--- src/design/prv_pkg.sv ---
// ----------------------------------------------------------------------------
// prv_pkg
// Shared types, constants and helpers for the rrip victim select block.
// ----------------------------------------------------------------------------
package prv_pkg;

    // sizes
    localparam int WAYS_DEFAULT = 8;
    localparam int MAX_WAYS     = 8;
    localparam int WAY_IDX_W    = 3;
    localparam int RRPV_W       = 4;
    localparam int DIST_W       = 7;
    localparam int NREF_W       = DIST_W * MAX_WAYS;
    localparam int REJ_W        = 3;
    localparam int CFG_IDX_W    = 2;
    localparam int CFG_DATA_W   = 4;
    localparam int S_TDATA_W    = 96;
    localparam int M_TDATA_W    = 16;

    // rrpv after reset: insert value of the reset config (max 3, minus one)
    localparam logic [RRPV_W-1:0] RRPV_RESET = 4'd2;

    // register indexes
    localparam logic [CFG_IDX_W-1:0] REG_RRPV_BITS    = 2'd0;
    localparam logic [CFG_IDX_W-1:0] REG_QBS_ATTEMPTS = 2'd1;
    localparam logic [CFG_IDX_W-1:0] REG_PT_PROTECT   = 2'd2;
    localparam logic [CFG_IDX_W-1:0] REG_PRED_MODE    = 2'd3;

    // operation codes
    localparam logic OP_HIT  = 1'b0;
    localparam logic OP_FILL = 1'b1;

    // command into the rrpv bank
    typedef struct packed {
        logic                 wr_en;
        logic [WAY_IDX_W-1:0] wr_idx;
        logic [RRPV_W-1:0]    wr_val;
        logic [MAX_WAYS-1:0]  age_mask;
        logic [WAY_IDX_W-1:0] rd_idx;
    } bank_cmd_t;

    // largest rrpv for the configured width, width saturated to 1..4
    function automatic logic [RRPV_W-1:0] rrpv_max(input logic [2:0] bits);
        logic [RRPV_W-1:0] m;
        case (bits)
            3'd0, 3'd1: m = 4'd1;
            3'd2:       m = 4'd3;
            3'd3:       m = 4'd7;
            default:    m = 4'd15;
        endcase
        return m;
    endfunction

    // allowed rejections, attempts saturated to 1..8
    function automatic logic [REJ_W-1:0] attempt_limit(input logic [3:0] a);
        logic [REJ_W-1:0] l;
        if (a == 4'd0) begin
            l = '0;
        end else if (a > 4'd8) begin
            l = 3'd7;
        end else begin
            l = 3'(a - 4'd1);
        end
        return l;
    endfunction

endpackage

--- src/design/prv_rrpv_bank.sv ---
// ----------------------------------------------------------------------------
// prv_rrpv_bank
// Per-way re-reference values: one write port, one read port and a masked
// aging step that saturates every selected way at the current max.
// ----------------------------------------------------------------------------
module prv_rrpv_bank
    import prv_pkg::*;
#(
    parameter int WAYS = WAYS_DEFAULT
) (
    input  logic                aclk,
    input  logic                aresetn,
    input  bank_cmd_t           cmd,
    input  logic [RRPV_W-1:0]   mx,
    output logic [RRPV_W-1:0]   rd_val,
    output logic [MAX_WAYS-1:0] at_max_mask
);

    localparam int WAY_W = $clog2(WAYS);

    logic [RRPV_W-1:0] rrpv_reg  [WAYS];
    logic [RRPV_W-1:0] rrpv_next [WAYS];

    // write wins over aging on the same way
    always_comb begin
        for (int w = 0; w < WAYS; w++) begin
            rrpv_next[w] = rrpv_reg[w];
            if (cmd.wr_en && cmd.wr_idx == WAY_IDX_W'(w)) begin
                rrpv_next[w] = cmd.wr_val;
            end else if (cmd.age_mask[w] && rrpv_reg[w] < mx) begin
                rrpv_next[w] = rrpv_reg[w] + 4'd1;
            end
        end
    end

    always_ff @(posedge aclk) begin
        if (!aresetn) begin
            for (int w = 0; w < WAYS; w++) begin
                rrpv_reg[w] <= RRPV_RESET;
            end
        end else begin
            rrpv_reg <= rrpv_next;
        end
    end

    // read port
    assign rd_val = rrpv_reg[cmd.rd_idx[WAY_W-1:0]];

    // ways at or above max count as at max
    always_comb begin
        at_max_mask = '0;
        for (int w = 0; w < WAYS; w++) begin
            at_max_mask[w] = (rrpv_reg[w] >= mx);
        end
    end

endmodule

--- src/design/popt_rrip_victim_select.sv ---
// ----------------------------------------------------------------------------
// popt_rrip_victim_select
// Replacement policy for one cache set: srrip with query-based rejection and
// a predictive mode using property flags and next-reference distances.
// ----------------------------------------------------------------------------
// One item is in flight at a time; s_tready is high only while the sequencer
// is idle. A hit, a fill into an invalid way and a predictive fill that finds
// a non-property way pass from the start state to the finish state, which
// loads the result register; the block is ready again in the cycle in which
// the result becomes valid. An srrip fill probes one way per cycle from the
// rotating pointer and ages all ways after each pass, taking the way at the
// pointer after the last aging pass. A predictive fill among property ways
// first finds the largest distance, then ages the ways at that distance
// until one of them is at max and selects it. A stalled receiver holds the
// block in the finish state until the result register is free. The result
// register holds the last result until taken, and configuration writes are
// always accepted; write them only while the block is idle.
// ----------------------------------------------------------------------------
module popt_rrip_victim_select
    import prv_pkg::*;
#(
    parameter int WAYS = WAYS_DEFAULT
) (
    input  logic                  aclk,
    input  logic                  aresetn,
    // configuration writes
    input  logic                  cfg_valid,
    output logic                  cfg_ready,
    input  logic [CFG_IDX_W-1:0]  cfg_index,
    input  logic [CFG_DATA_W-1:0] cfg_data,
    // request channel
    input  logic                  s_tvalid,
    output logic                  s_tready,
    // hit_way[2:0], valid_mask[10:3], page_table_mask[18:11],
    // lower_level_mask[26:19], property_mask[34:27], next_ref_packed[90:35],
    // insert_is_page_table[91], zero pad[95:92]
    input  logic [S_TDATA_W-1:0]  s_tdata,
    // op[0]
    input  logic                  s_tuser,
    // result channel
    output logic                  m_tvalid,
    input  logic                  m_tready,
    // victim_way[2:0], qbs_rejects[5:3], prior_rrpv[9:6], zero pad[15:10]
    output logic [M_TDATA_W-1:0]  m_tdata
);

    localparam int WAY_W = $clog2(WAYS);

    // sequencer states
    localparam logic [2:0] ST_IDLE  = 3'd0;
    localparam logic [2:0] ST_START = 3'd1;
    localparam logic [2:0] ST_SCAN  = 3'd2;
    localparam logic [2:0] ST_AGE   = 3'd3;
    localparam logic [2:0] ST_DMAX  = 3'd4;
    localparam logic [2:0] ST_PSEL  = 3'd5;
    localparam logic [2:0] ST_FIN   = 3'd6;

    // configuration
    logic [2:0] rrpv_bits_reg;
    logic [3:0] qbs_attempts_reg;
    logic       pt_protect_reg;
    logic       pred_mode_reg;

    // captured request
    logic                 op_reg;
    logic [2:0]           hw_reg;
    logic [WAYS-1:0]      valid_reg;
    logic [WAYS-1:0]      pt_reg;
    logic [WAYS-1:0]      ll_reg;
    logic [WAYS-1:0]      prop_reg;
    logic [NREF_W-1:0]    nref_reg;
    logic                 ins_pt_reg;

    // sequencer
    logic [2:0]           state_reg,   state_next;
    logic [WAY_W-1:0]     ptr_reg,     ptr_next;
    logic [WAY_W-1:0]     probe_reg,   probe_next;
    logic [WAY_W-1:0]     idx_reg,     idx_next;
    logic [RRPV_W-1:0]    round_reg,   round_next;
    logic [REJ_W-1:0]     attempt_reg, attempt_next;
    logic [DIST_W-1:0]    dmax_reg,    dmax_next;
    logic [2:0]           res_way_reg, res_way_next;
    logic [REJ_W-1:0]     res_rej_reg, res_rej_next;
    logic [RRPV_W-1:0]    res_prior_reg, res_prior_next;

    // result register
    logic                 m_tvalid_reg;
    logic [M_TDATA_W-1:0] m_tdata_reg;

    // datapath
    logic [RRPV_W-1:0]    mx;
    logic [RRPV_W-1:0]    ins_val;
    logic [REJ_W-1:0]     limit;
    bank_cmd_t            cmd;
    logic [RRPV_W-1:0]    rd_val;
    logic [MAX_WAYS-1:0]  at_max_mask;
    logic [DIST_W-1:0]    nref_dist [WAYS];
    logic [MAX_WAYS-1:0]  cand_mask;
    logic                 inv_found, np_found, sel_found;
    logic [WAY_W-1:0]     inv_idx, np_idx, sel_idx;
    logic [WAY_W-1:0]     ptr_inc;
    logic                 hw_ok;
    logic                 reject;
    logic                 s_fire;

    assign cfg_ready = 1'b1;
    assign s_tready  = (state_reg == ST_IDLE);
    assign s_fire    = s_tvalid && s_tready;
    assign m_tvalid  = m_tvalid_reg;
    assign m_tdata   = m_tdata_reg;

    // configuration registers
    always_ff @(posedge aclk) begin
        if (!aresetn) begin
            rrpv_bits_reg    <= 3'd2;
            qbs_attempts_reg <= 4'd1;
            pt_protect_reg   <= 1'b0;
            pred_mode_reg    <= 1'b0;
        end else if (cfg_valid) begin
            case (cfg_index)
                REG_RRPV_BITS:    rrpv_bits_reg    <= cfg_data[2:0];
                REG_QBS_ATTEMPTS: qbs_attempts_reg <= cfg_data;
                REG_PT_PROTECT:   pt_protect_reg   <= cfg_data[0];
                REG_PRED_MODE:    pred_mode_reg    <= cfg_data[0];
                default: ;
            endcase
        end
    end

    // capture request on transfer
    always_ff @(posedge aclk) begin
        if (s_fire) begin
            op_reg     <= s_tuser;
            hw_reg     <= s_tdata[2:0];
            valid_reg  <= s_tdata[3 +: WAYS];
            pt_reg     <= s_tdata[11 +: WAYS];
            ll_reg     <= s_tdata[19 +: WAYS];
            prop_reg   <= s_tdata[27 +: WAYS];
            nref_reg   <= s_tdata[35 +: NREF_W];
            ins_pt_reg <= s_tdata[91];
        end
    end

    assign mx      = rrpv_max(rrpv_bits_reg);
    assign ins_val = mx - 4'd1;
    assign limit   = attempt_limit(qbs_attempts_reg);
    assign hw_ok   = ({1'b0, hw_reg} < 4'(WAYS));
    assign ptr_inc = (ptr_reg == WAY_W'(WAYS - 1)) ? '0 : ptr_reg + 1'b1;

    for (genvar w = 0; w < WAYS; w++) begin : g_dist
        assign nref_dist[w] = nref_reg[DIST_W*w +: DIST_W];
    end

    // priority picks: first invalid, first non-property, first candidate at max
    always_comb begin
        inv_found = 1'b0;
        inv_idx   = '0;
        np_found  = 1'b0;
        np_idx    = '0;
        sel_found = 1'b0;
        sel_idx   = '0;
        cand_mask = '0;
        for (int w = 0; w < WAYS; w++) begin
            cand_mask[w] = (nref_dist[w] == dmax_reg);
        end
        for (int w = WAYS - 1; w >= 0; w--) begin
            if (!valid_reg[w]) begin
                inv_found = 1'b1;
                inv_idx   = WAY_W'(w);
            end
            if (!prop_reg[w]) begin
                np_found = 1'b1;
                np_idx   = WAY_W'(w);
            end
            if (cand_mask[w] && at_max_mask[w]) begin
                sel_found = 1'b1;
                sel_idx   = WAY_W'(w);
            end
        end
    end

    // query-based rejection of the way at the pointer
    assign reject = (attempt_reg < limit) &&
                    (ll_reg[ptr_reg] || (pt_reg[ptr_reg] && pt_protect_reg));

    // sequencer
    always_comb begin
        state_next     = state_reg;
        ptr_next       = ptr_reg;
        probe_next     = probe_reg;
        idx_next       = idx_reg;
        round_next     = round_reg;
        attempt_next   = attempt_reg;
        dmax_next      = dmax_reg;
        res_way_next   = res_way_reg;
        res_rej_next   = res_rej_reg;
        res_prior_next = res_prior_reg;
        cmd.wr_en      = 1'b0;
        cmd.wr_idx     = 3'(ptr_reg);
        cmd.wr_val     = ins_val;
        cmd.age_mask   = '0;
        cmd.rd_idx     = (state_reg == ST_START) ? hw_reg : 3'(ptr_reg);

        case (state_reg)
            ST_IDLE: begin
                if (s_fire) begin
                    state_next = ST_START;
                end
            end

            // hit, invalid-way fill, non-property predictive fill or dispatch to a search
            ST_START: begin
                res_rej_next   = '0;
                res_prior_next = '0;
                if (op_reg == OP_HIT) begin
                    res_way_next = hw_reg;
                    if (hw_ok) begin
                        res_prior_next = rd_val;
                        cmd.wr_en      = 1'b1;
                        cmd.wr_idx     = hw_reg;
                        cmd.wr_val     = '0;
                    end
                    state_next = ST_FIN;
                end else if (inv_found) begin
                    res_way_next = 3'(inv_idx);
                    cmd.wr_en    = 1'b1;
                    cmd.wr_idx   = 3'(inv_idx);
                    cmd.wr_val   = (pt_protect_reg && ins_pt_reg) ? '0 : ins_val;
                    state_next   = ST_FIN;
                end else if (!pred_mode_reg) begin
                    probe_next   = '0;
                    round_next   = '0;
                    attempt_next = '0;
                    state_next   = ST_SCAN;
                end else if (np_found) begin
                    res_way_next = 3'(np_idx);
                    cmd.wr_en    = 1'b1;
                    cmd.wr_idx   = 3'(np_idx);
                    state_next   = ST_FIN;
                end else begin
                    idx_next   = '0;
                    dmax_next  = '0;
                    state_next = ST_DMAX;
                end
            end

            // one srrip probe per cycle at the pointer
            ST_SCAN: begin
                if (rd_val >= mx && !reject) begin
                    res_way_next = 3'(ptr_reg);
                    res_rej_next = attempt_reg;
                    cmd.wr_en    = 1'b1;
                    ptr_next     = ptr_inc;
                    state_next   = ST_FIN;
                end else begin
                    if (rd_val >= mx) begin
                        cmd.wr_en    = 1'b1;
                        cmd.wr_val   = '0;
                        attempt_next = attempt_reg + 1'b1;
                    end else begin
                        ptr_next = ptr_inc;
                    end
                    if (probe_reg == WAY_W'(WAYS - 1)) begin
                        state_next = ST_AGE;
                    end else begin
                        probe_next = probe_reg + 1'b1;
                    end
                end
            end

            // age all ways; after the last round take the way at the pointer
            ST_AGE: begin
                cmd.age_mask = {MAX_WAYS{1'b1}};
                if (round_reg == mx) begin
                    res_way_next = 3'(ptr_reg);
                    res_rej_next = attempt_reg;
                    cmd.wr_en    = 1'b1;
                    ptr_next     = ptr_inc;
                    state_next   = ST_FIN;
                end else begin
                    round_next = round_reg + 4'd1;
                    probe_next = '0;
                    state_next = ST_SCAN;
                end
            end

            // largest next-reference distance, one way per cycle
            ST_DMAX: begin
                if (nref_dist[idx_reg] > dmax_reg) begin
                    dmax_next = nref_dist[idx_reg];
                end
                if (idx_reg == WAY_W'(WAYS - 1)) begin
                    state_next = ST_PSEL;
                end else begin
                    idx_next = idx_reg + 1'b1;
                end
            end

            // lowest farthest way at max, else age the farthest ways
            ST_PSEL: begin
                if (sel_found) begin
                    res_way_next = 3'(sel_idx);
                    cmd.wr_en    = 1'b1;
                    cmd.wr_idx   = 3'(sel_idx);
                    state_next   = ST_FIN;
                end else begin
                    cmd.age_mask = cand_mask;
                end
            end

            ST_FIN: begin
                if (!m_tvalid_reg || m_tready) begin
                    state_next = ST_IDLE;
                end
            end

            default: begin
                state_next = ST_IDLE;
            end
        endcase
    end

    always_ff @(posedge aclk) begin
        if (!aresetn) begin
            state_reg <= ST_IDLE;
            ptr_reg   <= '0;
        end else begin
            state_reg <= state_next;
            ptr_reg   <= ptr_next;
        end
    end

    always_ff @(posedge aclk) begin
        probe_reg     <= probe_next;
        idx_reg       <= idx_next;
        round_reg     <= round_next;
        attempt_reg   <= attempt_next;
        dmax_reg      <= dmax_next;
        res_way_reg   <= res_way_next;
        res_rej_reg   <= res_rej_next;
        res_prior_reg <= res_prior_next;
    end

    // result register
    always_ff @(posedge aclk) begin
        if (!aresetn) begin
            m_tvalid_reg <= 1'b0;
        end else if (state_reg == ST_FIN && (!m_tvalid_reg || m_tready)) begin
            m_tvalid_reg <= 1'b1;
        end else if (m_tready) begin
            m_tvalid_reg <= 1'b0;
        end
    end

    always_ff @(posedge aclk) begin
        if (state_reg == ST_FIN && (!m_tvalid_reg || m_tready)) begin
            m_tdata_reg <= {6'b0, res_prior_reg, res_rej_reg, res_way_reg};
        end
    end

    // re-reference value bank
    prv_rrpv_bank #(
        .WAYS (WAYS)
    ) u_bank (
        .aclk        (aclk),
        .aresetn     (aresetn),
        .cmd         (cmd),
        .mx          (mx),
        .rd_val      (rd_val),
        .at_max_mask (at_max_mask)
    );

    // a transfer always starts the sequencer
    a_fire_starts: assert property (@(posedge aclk) disable iff (!aresetn)
        s_fire |=> state_reg == ST_START)
        else $error("request transfer did not start the sequencer");

    // a finished item is loaded into the result register and the block goes idle
    a_fin_loads: assert property (@(posedge aclk) disable iff (!aresetn)
        (state_reg == ST_FIN && (!m_tvalid_reg || m_tready))
            |=> (m_tvalid_reg && state_reg == ST_IDLE))
        else $error("finished item not delivered to result register");

    // probe counter stays inside the set
    a_probe_range: assert property (@(posedge aclk) disable iff (!aresetn)
        state_reg == ST_SCAN |-> {1'b0, probe_reg} <= (WAY_W + 1)'(WAYS - 1))
        else $error("probe counter beyond last way");

endmodule

--- config.mk ---
export PLATFORM = sky130hd
export DESIGN_NAME = popt_rrip_victim_select
export DESIGN_NICKNAME = d
export VERILOG_FILES = /design/src/design/prv_pkg.sv /design/src/design/prv_rrpv_bank.sv /design/src/design/popt_rrip_victim_select.sv
export SDC_FILE = /design/constraint.sdc
export NUM_CORES = 1
export LEC_CHECK = 0
export BUFFER_PORTS_ARGS = -buffer_cell sky130_fd_sc_hd__buf_2
export CORE_MARGIN = 10
export CORE_UTILIZATION = 63
export CTS_CLUSTER_DIAMETER = 100
export DETAILED_ROUTE_END_ITERATION = 6
export PLACE_DENSITY_LB_ADDON = 0.1
export SYNTH_ARGS = -nofsm -noshare
export SYNTH_HDL_FRONTEND = slang
export SYNTH_SLANG_ARGS = --single-unit
--- constraint.sdc ---
create_clock -name aclk -period 8.32 [get_ports aclk]
set_input_delay 0 -clock aclk [delete_from_list [all_inputs] [get_ports aclk]]
set_output_delay 0 -clock aclk [all_outputs]
set_load 0.01 [all_outputs]
[Word-level counts from Yosys, hierarchy flattened]
Cells that the tools add are included.
Word-level totals
  bits in registers: 181
  input port bits: 108
  output and inout bits: 19
  logic and storage cells: 344
Operators by class
  $add $sub $neg: 15
  order comparisons: 23
  equal/unequal tests: 52
  mux-type cells: 152
  bitwise operators: 2
  reductions and logical operators: 68
Operator list (count)
  2-to-1 mux 3 bit: 63
  2-to-1 mux 4 bit: 30
  equality test 7 bit: 8
  2-to-1 mux 7 bit: 7
  adder 4 x 1 -> 4 bit, second input constant: 9
  >= comparator 4 bit: 9
  less-than comparator 4 bit: 8
  inequality test 2 bit, second input constant: 16
  2-to-1 mux 1 bit: 31
  equality test 3 bit, second input constant: 10
  logical AND 1 bit: 30
  nonzero test 2 bit: 13
  one-hot mux 3 bit (2 select lines): 4
  AND reduction 6 bit: 4
  binary-select mux 7 bit (select 3 bit): 1
  one-hot mux 3 bit (7 select lines): 1
  equality test 3 x 2 -> 1 bit, second input constant: 6
  one-hot mux 3 bit (3 select lines): 2
  2-to-1 mux 8 bit: 2
  one-hot mux 4 bit (2 select lines): 2
  one-hot mux 8 bit (2 select lines): 1
  one-hot mux 7 bit (2 select lines): 1
  adder 3 x 1 -> 3 bit, second input constant: 4
  binary-select mux 4 bit (select 3 bit): 1
  other kinds (32): 49

[Longest topological paths before layout]
Gate-level depths: netlist (run 1).
  depth after elaboration: 18
  mapped depth: 16
  mapped depth without buffers: 14

[Cells and area by module]
A second synthesis (run 1) with hierarchy kept.
Second synthesis, totals
  cell total of the unflattened synthesis: 929
  area total of the unflattened synthesis: 10463.8 µm²
Modules (own cells, without submodules)
  popt_rrip_victim_select: instances 1, cells each 586, area each 7465.9 µm², sequential area each 4314.1 µm²
  prv_rrpv_bank: instances 1, cells each 343, area each 2997.9 µm², sequential area each 640.6 µm²

[Worst setup path before layout (run 1)]
No wires, ideal clock.
  kind: reg2reg
  from: register state_reg[1]
  to: register u_bank.rrpv_reg[15] in the netlist's numbering
  library setup time: 0.087 ns
  arrival: 4.451 ns
  data required time: 8.233 ns
  setup slack: 3.782 ns
  cell stages (with the launch flop): 17
  buffers on the path: 2
  clock period less this slack: 4.538 ns
  path through: dfxtp_1 clkbuf_1 or3b_1 buf_2 clkinv_2 mux2i_1 mux4_2 mux2_2 ha_1 nand2_1 o221ai_1 maj3_1 a21oi_2 nor3_1 nor4_4 or4b_1 o31ai_1
On the way
  cells in the longest elaborated chain, start to end: 12
  elaborated cells on any way between the ends: 24
  those cells by class: order compare: 1; eq/ne: 5; mux: 13; bitwise: 1; reduce/logical: 4
RTL lines
  start: declaration: RTL line popt_rrip_victim_select.sv:75  | logic [2:0] state_reg, state_next;
  start signal: assignment: RTL line popt_rrip_victim_select.sv:328  | state_reg <= state_next;
  equality test 3 x 1 -> 1 bit *: RTL line popt_rrip_victim_select.sv:202  | cmd.rd_idx = (state_reg == ST_START) ? hw_reg : 3'(ptr_reg);
  2-to-1 mux 3 bit *: RTL line popt_rrip_victim_select.sv:202
  NOT 3 -> 4 bit (implied by the code) *: RTL line prv_rrpv_bank.sv:47  | assign rd_val = rrpv_reg[cmd.rd_idx[WAY_W-1:0]];
  binary-select mux 4 bit (select 3 bit) *: RTL line prv_rrpv_bank.sv:47
  2-to-1 mux 4 bit (implied by the code) * (2 in series): RTL line prv_rrpv_bank.sv:47
  net rd_val[1]: RTL line popt_rrip_victim_select.sv:95  | logic [RRPV_W-1:0] rd_val;
  >= comparator 4 bit *: RTL line popt_rrip_victim_select.sv:249, popt_rrip_victim_select.sv:256
  2-to-1 mux 1 bit or logical AND 1 bit (tied branches): RTL line popt_rrip_victim_select.sv:256, popt_rrip_victim_select.sv:249
  2-to-1 mux 1 bit: RTL line popt_rrip_victim_select.sv:249  | if (rd_val >= mx && !reject) begin
  one-hot mux 1 bit (4 select lines): RTL line popt_rrip_victim_select.sv:204  | case (state_reg)
  logical AND 1 bit: RTL line prv_rrpv_bank.sv:28  | if (cmd.wr_en && cmd.wr_idx == WAY_IDX_W'(w)) begin
  2-to-1 mux 4 bit or nonzero test 2 bit (tied branches)
  end signal: assignment: RTL line prv_rrpv_bank.sv:42  | rrpv_reg <= rrpv_next;
  end: declaration: RTL line prv_rrpv_bank.sv:21  | logic [RRPV_W-1:0] rrpv_reg [WAYS];
Mark *: on every way through the listed nets, which the timed path passes. The rest lies on a longest branch. The select of a mux whose other input is x is not followed.
A chain may end at the register's enable or synchronous reset.

[Worst setup path after layout (run 1)]
  from: register state_reg[2]
  to: register u_bank.rrpv_reg[30] in the netlist's numbering
Same word-level chain as after synthesis.

==> reports/metrics.yaml, run 1 <==
clocking:
  postCtsSetupRepairBufs: 0
  clk_pin_slew_ns: 0.07
  clockBufferDepth: 2
  htreeDepth: 4
  cts_inserted_buffers: 17
  clock-sinks: 181
  clk_latency_ns: 0.44
  root_buffer: "clkbuf_16"
  cts_tree: "built"
timing:
  finalClockSkew_ns: 0.0182
  fin_setup_tns_ns: 0
  finalHoldViolations: 0
  fin_crit_ns: 5.70
  period_share: 0.686
  slew_viol_final: 0
  tightest_slew_ns: 1.17
  fmax_ghz: 0.175
  relSlewSlack: 0.212
  rsz0062_at_grt: "no"
  finalSetupViolations: 0
placement:
  portBuffers: 115
  place_hpwl_um: 18100
  gp_congestion: 0.916
  post_dp_cell_area_mm2: 0.0107
global_routing:
  grt_antenna_before_repair: 1
  grt.total_usage: 0.271
  grt_pass1_wl_um: 45900
  grt_pass1_vias: 8130
  grt_overflow: 0
  grt_start_max_net_pins: 92
setup_path:
  arrival_ns: 6.08
  crit-reg2reg-launch: "state_reg[2]"
  worst_path_max_delay_cell: "nor4_2"
  crit_type: "reg -> reg"
  worstPathRequired_ns: 8.69
  critPathMaxStageDelay_ns: 0.99
  crit_path_frequent_cell: "mux2_2"
  start_kind: "flop"
  crit_start: "state_reg[2]"
  crit_path_cell_trace: "or3b_1 > clkinv_2 > mux2i_1 > mux4_2 > mux2_2 > ha_1 > nand2_1 > o221ai_1 > maj3_1 > a21oi_2 > nor3_1 > nor4_2 > mux2_2"
  crit_fanout: 20
  cp-end-kind: "flop"
floorplan:
  pin_count: 127
  rows: 45
  core-area_mm2: 0.0154
  die_h_um: 146
  die-area_mm2: 0.0213
  initial_core_util: 0.650
  fp.dieW_um: 146
final_layout:
  nets: 1184
  area_growth_pct: 23.6
  final_area_mm2: 0.0124
  drive_gt1_frac: 0.211
  largest_register_ffs: 56
power:
  p_per_area_mw_per_mm2: 234
  peakVddDrop_mv: 0.179
  p_leak_nw: 4.82
routing:
  firstDrtPassIters: 7
  final_antenna_net_count: 0
  vias: 7948
  drt_iter0_drc: 960
  wire_per_inst_um: 23.3
  routed_wl_um: 29300
  viasPerCell: 6.32
  remaining_drc_errors: 14
synthesis:
  yosys.area_share.xor_xnor: 0.0640
  syn_inst: 823
  synth-compound-area-share: 0.0899
  synth_top_family_by_area: "multiplexers"
  syn_area_mm2: 0.00999
  yosysWarnings: 0
  async_flop_share: 0
  synth_edf_count: 133
  synthAdderAreaFrac: 0.0663
  synth_simple_gate_area_share: 0.120
  synth_mux_area_frac: 0.130
  ys_ff_latch: 181
  synth_flop_cell: "edfxtp_1"
  avgSynthCellArea_um2: 12.1
  seq_area_frac_synth: 0.496
  ys_types: 77
outcome:
  violations: "DRC"
  outcome: "complete, but fails checks"
run:
  cap_violations: 0
min_path:
  min-delay-start: "s_tdata[83]"
  hp-class: "in -> reg"
-- per-layer routing --
metal	wire length (um)	vias to the layer above	track usage
met1	10900	3849	0.327
li1	-	3500	-
met5	0	-	0
met2	14800	514	0.457
met4	992	0	0.103
met3	2680	85	0.0708
-- synthesized netlist by cell type, types with 3 or more instances --
cell type | number | share of area
ha_1 | 44 | 0.055
nor3b_1 | 3 | 0.0023
mux2_2 | 25 | 0.028
mux4_1 | 4 | 0.011
clkbuf_1 | 20 | 0.0075
and3_1 | 10 | 0.0063
nor4_1 | 10 | 0.0063
mux4_2 | 24 | 0.054
maj3_1 | 9 | 0.0090
dfxtp_1 | 48 | 0.096
mux2_1 | 7 | 0.0079
nand2_1 | 44 | 0.017
o31ai_1 | 7 | 0.0053
nor2b_1 | 15 | 0.0094
nand4_1 | 18 | 0.011
nor2_1 | 47 | 0.018
inv_1 | 30 | 0.011
a211oi_1 | 5 | 0.0038
a21o_1 | 18 | 0.014
o21ai_0 | 25 | 0.013
buf_2 | 6 | 0.0030
mux2i_1 | 29 | 0.029
edfxtp_1 | 133 | 0.40
and2_1 | 9 | 0.0056
or3_1 | 7 | 0.0044
nor3_1 | 11 | 0.0055
xnor2_1 | 37 | 0.032
a31oi_1 | 4 | 0.0025
a21oi_1 | 32 | 0.016
a22oi_1 | 3 | 0.0023
o21a_1 | 5 | 0.0038
buf_4 | 11 | 0.0083
nand2b_1 | 10 | 0.0063
xor2_1 | 36 | 0.032
a21boi_0 | 3 | 0.0023
nand3_1 | 16 | 0.0080
-- cell usage in the layout, fill, tap and decap left out, drive strengths merged, types with 10 or more instances in the layout --
cell / count
buf: 120
mux4: 28
dlygate4sd3: 106
edfxtp: 133
nor3: 13
nor4: 11
nand3: 16
and2: 11
xor2: 36
a21oi: 34
mux2i: 29
dfxtp: 48
xnor2: 37
clkbuf: 18
and3: 10
nand2b: 10
o21ai: 25
mux2: 32
a21o: 18
ha: 44
nand4: 18
inv: 36
nand2: 45
nor2b: 15
nor2: 48
maj3: 11
-- path summary, 6_finish.rpt --
path,endpoint,slack (ns),depth (start not counted)
setup / recovery,u_bank.rrpv_reg[30],2.62,13
hold / removal,nref_reg[48],0.27,2
setup reg to reg,u_bank.rrpv_reg[30],2.62,13
hold reg to reg,m_tdata[9],0.42,0
-- cell families (layout without fill, tap and decap cells) --
family,count (synthesis),count (layout)
multiplexers,89,89
AO/OA/AOI/OAI,131,131
adder cells (fa/ha/maj),55,55
other,2,8
flip-flops,181,181
AND/OR/NAND/NOR,220,220
XOR/XNOR,73,73
buffers and inverters,72,289
-- stage by stage --
step	utilization	hold WS, ns	std cells	setup WS [ns]	power [mW]
floorplan	-	0.0989	828	3.78	1.80
global placement	0.695	0.176	1118	2.96	1.95
detailed placement	0.695	0.178	1118	2.80	1.99
CTS	0.804	0.250	1256	2.79	2.83
global route	0.804	0.268	1257	2.41	3.01
finish	0.804	0.272	1257	2.62	2.90
-- critical path: cells and delay by family, from the launching register on --
| family | cells | cell delay, ns |
|---|---|---|
| mux | 4 | 1.76 |
| simple gates | 4 | 1.71 |
| flops | 1 | 0.71 |
| fa+ha+maj | 2 | 0.69 |
| compound gates | 2 | 0.43 |
| buf+inv | 1 | 0.33 |
-- layout make-up --
type | count | area, um^2
clock buffer | 18 | 429
tap | 211 | 264
antenna | 1 | 2.50
sequential | 181 | 4950
inverter | 31 | 118
timing repair buffer | 226 | 1670
clock inverter | 14 | 181
multi-input combinational | 575 | 4730
fill | 837 | 3020
-- power by group --
group / leakage [nW] / internal (mW) / total [mW] / switching, mW
registers: 1.64 / 1.18 / 1.34 / 0.159
clock network: 0.296 / 0.433 / 0.827 / 0.394
logic: 2.88 / 0.317 / 0.729 / 0.411
total: 4.82 / 1.93 / 2.90 / 0.964
-- repair_timing --
item,in CTS,in global routing
resized for setup,0,0
hold buffers,106,0
hold endpoints to repair,105,0
Note: power is estimated with default switching activity, not from simulation.
==> run 2, diff against run 1 <==
CORE_UTILIZATION = 59   (was 63)
clock period = 5.5 ns   (was 8.32 ns; I/O delays follow)
==> reports/metrics.yaml, run 2 (synthesis gave the netlist of run 1 again) <==
placement:
  place_hpwl_um: 18600  # +2.9%
  portBuffers: 115  # unchanged
  place_inst: 1135  # +1.5%
  post_dp_cell_area_mm2: 0.0108  # +0.67%
  gp_congestion: 0.912  # -0.42%
  pre_cts_ws_ns: 0.732  # -2.06 ns
final_layout:
  largest_register_ffs: 56  # unchanged
  fin_util: 0.747  # -0.0572
  final_cell_mix: "edfxtp_1, buf_2, dlygate4sd3_1, dfxtp_1, nor2_1"
  final_area_mm2: 0.0124  # +0.21%
  drive_gt1_frac: 0.217  # +0.00545
  final_cells: 1272  # +1.2%
  n_fill_cell: 1082  # +29%
  nets: 1190  # +0.51%
  area_growth_pct: 23.9
  layout_commonest_cell: "edfxtp_1"
routing:
  routed_wl_um: 27500  # -6.4%
  viasPerCell: 6.10  # -3.6%
  wire_per_inst_um: 21.6  # -7.5%
  final_antenna_net_count: 0  # unchanged
  vias: 7753  # -2.5%
  drt_iter0_drc: 758  # -21%
  firstDrtPassIters: 5  # -2
  remaining_drc_errors: 0  # -14
global_routing:
  grt_overflow: 0  # unchanged
  grt_antenna_before_repair: 1  # unchanged
  grt_pass1_wl_um: 43200  # -5.9%
  grt_pass1_vias: 8013  # -1.4%
  grt_start_max_net_pins: 73  # -21%
  grt.total_usage: 0.247  # -0.0246
setup_path:
  cp-end-kind: "flop"
  worst_path_max_delay_cell: "or3b_1"
  worstPathRequired_ns: 5.85  # -2.84 ns
  crit_path_cell_trace: "or3b_1 > clkinv_2 > mux2i_1 > buf_4 > mux4_2 > mux2_2 > ha_1 > nand2_1 > o221ai_1 > maj3_1 > a21oi_2 > nor3_1 > nor4_4 > or4b_1 > o31ai_1"
  arrival_ns: 5.25  # -0.83 ns
  crit_fanout: 13  # -35%
  start_kind: "flop"
  critPathMaxStageDelay_ns: 0.57  # -0.42 ns
  crit_type: "reg -> reg"
clocking:
  htreeDepth: 4  # unchanged
  clockBufferDepth: 2  # unchanged
  cts_tree: "built"
  root_buffer: "clkbuf_16"
  cts_resized: 0  # unchanged
  clock-sinks: 181  # unchanged
  clk_latency_ns: 0.45  # about the same
  cts_inserted_buffers: 17  # unchanged
  clk_pin_slew_ns: 0.07  # about the same
outcome:
  outcome: "finished clean"
power:
  peakVddDrop_mv: 0.232  # +30%
  p_per_area_mw_per_mm2: 350  # +49%
  power.total_mw: 4.34  # +50%
  p_leak_nw: 4.84  # +0.39%
floorplan:
  rows: 47  # +4.4%
  die-area_mm2: 0.0225  # +5.8%
  core-area_mm2: 0.0166  # +7.9%
  initial_core_util: 0.603  # -0.0475
  fp.dieW_um: 150  # +2.9%
  die_h_um: 150  # +2.9%
  pin_count: 127  # unchanged
timing:
  period_share: 0.890  # +0.205
  finalSetupViolations: 0  # unchanged
  tightest_slew_ns: 1.10  # -0.0689 ns
  rsz0062_at_grt: "no"
  relSlewSlack: 0.256  # +0.0447
  finalClockSkew_ns: 0.0126  # -0.00557 ns
  finalHoldViolations: 0  # unchanged
  fmax_ghz: 0.204  # +17%
  hold_slack_ns: 0.0836  # -0.188 ns
  fin_crit_ns: 4.90  # -0.809 ns
  fin_setup_tns_ns: 0  # unchanged
  fin_ws_ns: 0.604  # -2.01 ns
  slew_viol_final: 0  # unchanged
min_path:
  hp-class: "in -> reg"
run:
  cap_violations: 0  # unchanged
## run 2: cell count changes in the layout (fill, tap and decap cells not counted)
cell,previous run,this run
buf_4,5,13
clkinv_4,3,0
clkinv_8,4,1
clkinvlp_4,0,2
dlygate4sd3_1,106,104
inv_8,3,5
clkinv_1,0,1
inv_6,3,4
## run 2: final cells by class
cell class                 instances  area (um^2)  area share
tap                              220          275      0.0222
timing repair buffer             232         1710       0.138
antenna                            1         2.50    0.000202
inverter                          31          118     0.00950
clock buffer                      18          429      0.0347
sequential                       181         4950       0.400
multi-input combinational        575         4730       0.382
clock inverter                    14          156      0.0126
## run 2: final timing paths
| check | slack (ns) | cells after the start | from | endpoint |
|---|---|---|---|---|
| min reg2reg | 0.43 | 0 | res_prior_reg[3] | m_tdata[9] |
| max reg2reg | 0.60 | 15 | state_reg[1] | u_bank.rrpv_reg[31] |
| min | 0.08 | 3 | aresetn | u_bank.rrpv_reg[25] |
| max | 0.60 | 15 | state_reg[1] | u_bank.rrpv_reg[31] |
## run 2: timing repair
item                                    4_1_cts  5_1_grt
endpoints found under the setup margin        0        0
endpoints found under the hold margin       103        0
hold buffers                                104        0
setup buffers                                 0        0
## run 2: where the power goes
part           leakage [nW]  switching, mW  internal [mW]
registers              1.64          0.214           1.79
logic                  2.91          0.620          0.491
clock network         0.282          0.579          0.647
## run 2: routing by layer
layer	vias to the layer above	share of wire	GRT usage
met1	3749	0.39	0.301
li1	3521	-	-
met5	-	0	0
met4	0	0.021	0.0802
met2	417	0.51	0.424
met3	66	0.081	0.0579
## run 2: worst max-delay path, delay by kind of cell (launching register included)
family,cells,cell delay (ns)
compound gates,3,0.50
flops,1,0.40
fa+ha+maj,2,0.69
simple gates,5,1.76
buf+inv,2,0.43
mux,3,1.03
==> run 3, diff against run 2 <==
clock period = 4.9 ns   (was 5.5 ns; I/O delays follow)
==> reports/metrics.yaml, run 3 (synthesis gave the netlist of run 1 again) <==
setup_path:
  worstPathRequired_ns: 5.23  # -0.62 ns
  path_depth: 15  # unchanged
  worst_path_max_delay_cell: "mux4_2"
  critical_path.top_delay_family: "multiplexers"
  crit_fanout: 10  # -3
  start_kind: "flop"
  crit_type: "reg -> reg"
  crit_path_cell_trace: "or3b_1 > clkinv_2 > mux2i_1 > buf_4 > mux4_2 > mux2_2 > ha_1 > nand2_1 > o221ai_1 > maj3_1 > a21oi_2 > o221ai_2 > nand2_1 > or3b_1 > mux2_1"
  cp.buffers_inverters: 2  # unchanged
  worst_r2r_path_depth: 15  # unchanged
  arrival_ns: 4.84  # -0.41 ns
  cp-end-kind: "flop"
  critPathMaxStageDelay_ns: 0.49  # -0.08 ns
timing:
  finalClockSkew_ns: 0.0142  # +0.00154 ns
  slew_viol_final: 0  # unchanged
  rsz0062_at_grt: "no"
  relSlewSlack: 0.297  # +0.0405
  finalSetupViolations: 0  # unchanged
  fin_setup_tns_ns: 0  # unchanged
  fin_crit_ns: 4.51  # -0.383 ns
  finalHoldViolations: 0  # unchanged
  fmax_ghz: 0.222  # +8.5%
  tightest_slew_ns: 1.04  # -0.0601 ns
  period_share: 0.921  # +0.0309
min_path:
  hold_depth: 4  # +1
  hp-class: "in -> reg"
routing:
  viasPerCell: 6.18  # +1.5%
  final_antenna_net_count: 0  # unchanged
  firstDrtPassIters: 5  # unchanged
  remaining_drc_errors: 0  # unchanged
  routed_wl_um: 28600  # +4.2%
  wire_per_inst_um: 22.4  # +3.9%
  drt_iter0_drc: 740  # -2.4%
  vias: 7891  # +1.8%
final_layout:
  area_growth_pct: 23.8  # about the same
  nets: 1195  # +0.42%
  layout_commonest_cell: "edfxtp_1"
  final_cells: 1276  # +0.31%
  final_cell_mix: "edfxtp_1, buf_2, dlygate4sd3_1, dfxtp_1, nor2_1"
  largest_register_ffs: 56  # unchanged
  antenna-diode-count: 0  # -1
  drive_gt1_frac: 0.221  # +0.00371
  fin_util: 0.746  # about the same
power:
  power.share.combinational: 0.265  # +0.009
  seq_power_share: 0.464  # +0.003
  intPower_mw: 3.24  # +11%
  p_clk_frac: 0.271  # -0.012
  power.switching_mw: 1.59  # +13%
  p_per_area_mw_per_mm2: 390  # +11%
  peakVddDrop_mv: 0.345  # +49%
  p_leak_nw: 4.85  # +0.28%
  p_sw_frac: 0.330  # +0.00413
global_routing:
  grt_start_max_net_pins: 53  # -27%
  grt_antenna_before_repair: 0  # -1
  grt_pass1_vias: 8156  # +1.8%
  grt_pass1_wl_um: 44700  # +3.5%
  grt.total_usage: 0.256  # +0.00874
  grt_overflow: 0  # unchanged
clocking:
  clock-sinks: 181  # unchanged
  clk_pin_slew_ns: 0.07  # about the same
  cts_inserted_buffers: 17  # unchanged
  cts_tree: "built"
  clk_latency_ns: 0.45  # about the same
  cts_resized: 0  # unchanged
  postCtsSetupRepairBufs: 0  # unchanged
  clockBufferDepth: 2  # unchanged
  htreeDepth: 4  # unchanged
  root_buffer: "clkbuf_16"
placement:
  gp_congestion: 0.938  # +2.9%
  place_inst: 1141  # +0.53%
  place_hpwl_um: 18600  # about the same
  portBuffers: 115  # unchanged
outcome:
  outcome: "finished clean"
floorplan:
  rows: 47  # unchanged
  core-area_mm2: 0.0166  # unchanged
  fp.dieW_um: 150  # unchanged
  die_h_um: 150  # unchanged
  pin_count: 127  # unchanged
  initial_core_util: 0.603  # unchanged
  die-area_mm2: 0.0225  # unchanged
run:
  cap_violations: 0  # unchanged
run 3: final timing paths:
check	from	end	slack (ns)
hold reg to reg	res_rej_reg[2]	m_tdata[5]	0.42
hold / removal	m_tready	m_tvalid	0.01
setup reg to reg	state_reg[1]	u_bank.rrpv_reg[26]	0.39
setup / recovery	state_reg[1]	u_bank.rrpv_reg[26]	0.39
run 3: what timing repair did:
| action | in CTS | in global routing |
|---|---|---|
| hold buffers | 103 | 0 |
| endpoints found under the setup margin | 0 | 0 |
| hold endpoints to repair | 102 | 0 |
run 3: routing by layer:
layer / routed length (um) / track usage / vias up
met2: 14300 / 0.440 / 449
met4: 958 / 0.105 / 0
met5: 0 / 0 / -
li1: - / - / 3524
met1: 11100 / 0.301 / 3827
met3: 2250 / 0.0615 / 91
run 3: worst min-delay path, cell delays in order:
cell,delay [ns]
buf_2,0.07
nand2b_1,0.16
o21a_1,0.14
nor2_1,0.04
run 3: power by group through the flow:
stage	Clock, mW	Sequential, mW	Combinational [mW]
after detailed placement	0	2.26	1.16
after CTS	1.31	2.22	1.24
final	1.31	2.24	1.28
after global placement	0	2.23	1.12
after floorplan	0	2.16	0.896
after global routing	1.38	2.26	1.39
run 3: area by class of cell:
class | instances | area, um^2
inverters | 31 | 118
multi-input cells | 575 | 4730
clock buffers | 19 | 433
fillers | 1081 | 4210
flip-flops and latches | 181 | 4950
clock inverters | 13 | 120
repair buffers | 237 | 1750
well taps | 220 | 275
run 3: per-stage QoR:
stage	power (mW)	hold WS, ns	cell area, um^2	setup slack, ns
floorplan	3.06	0.0989	10000	0.362
global placement	3.35	0.177	10800	0.553
detailed placement	3.42	0.178	10800	0.435
CTS	4.77	0.00888	12400	0.420
global route	5.03	0.0453	12400	0.216
finish	4.83	0.0126	12400	0.387
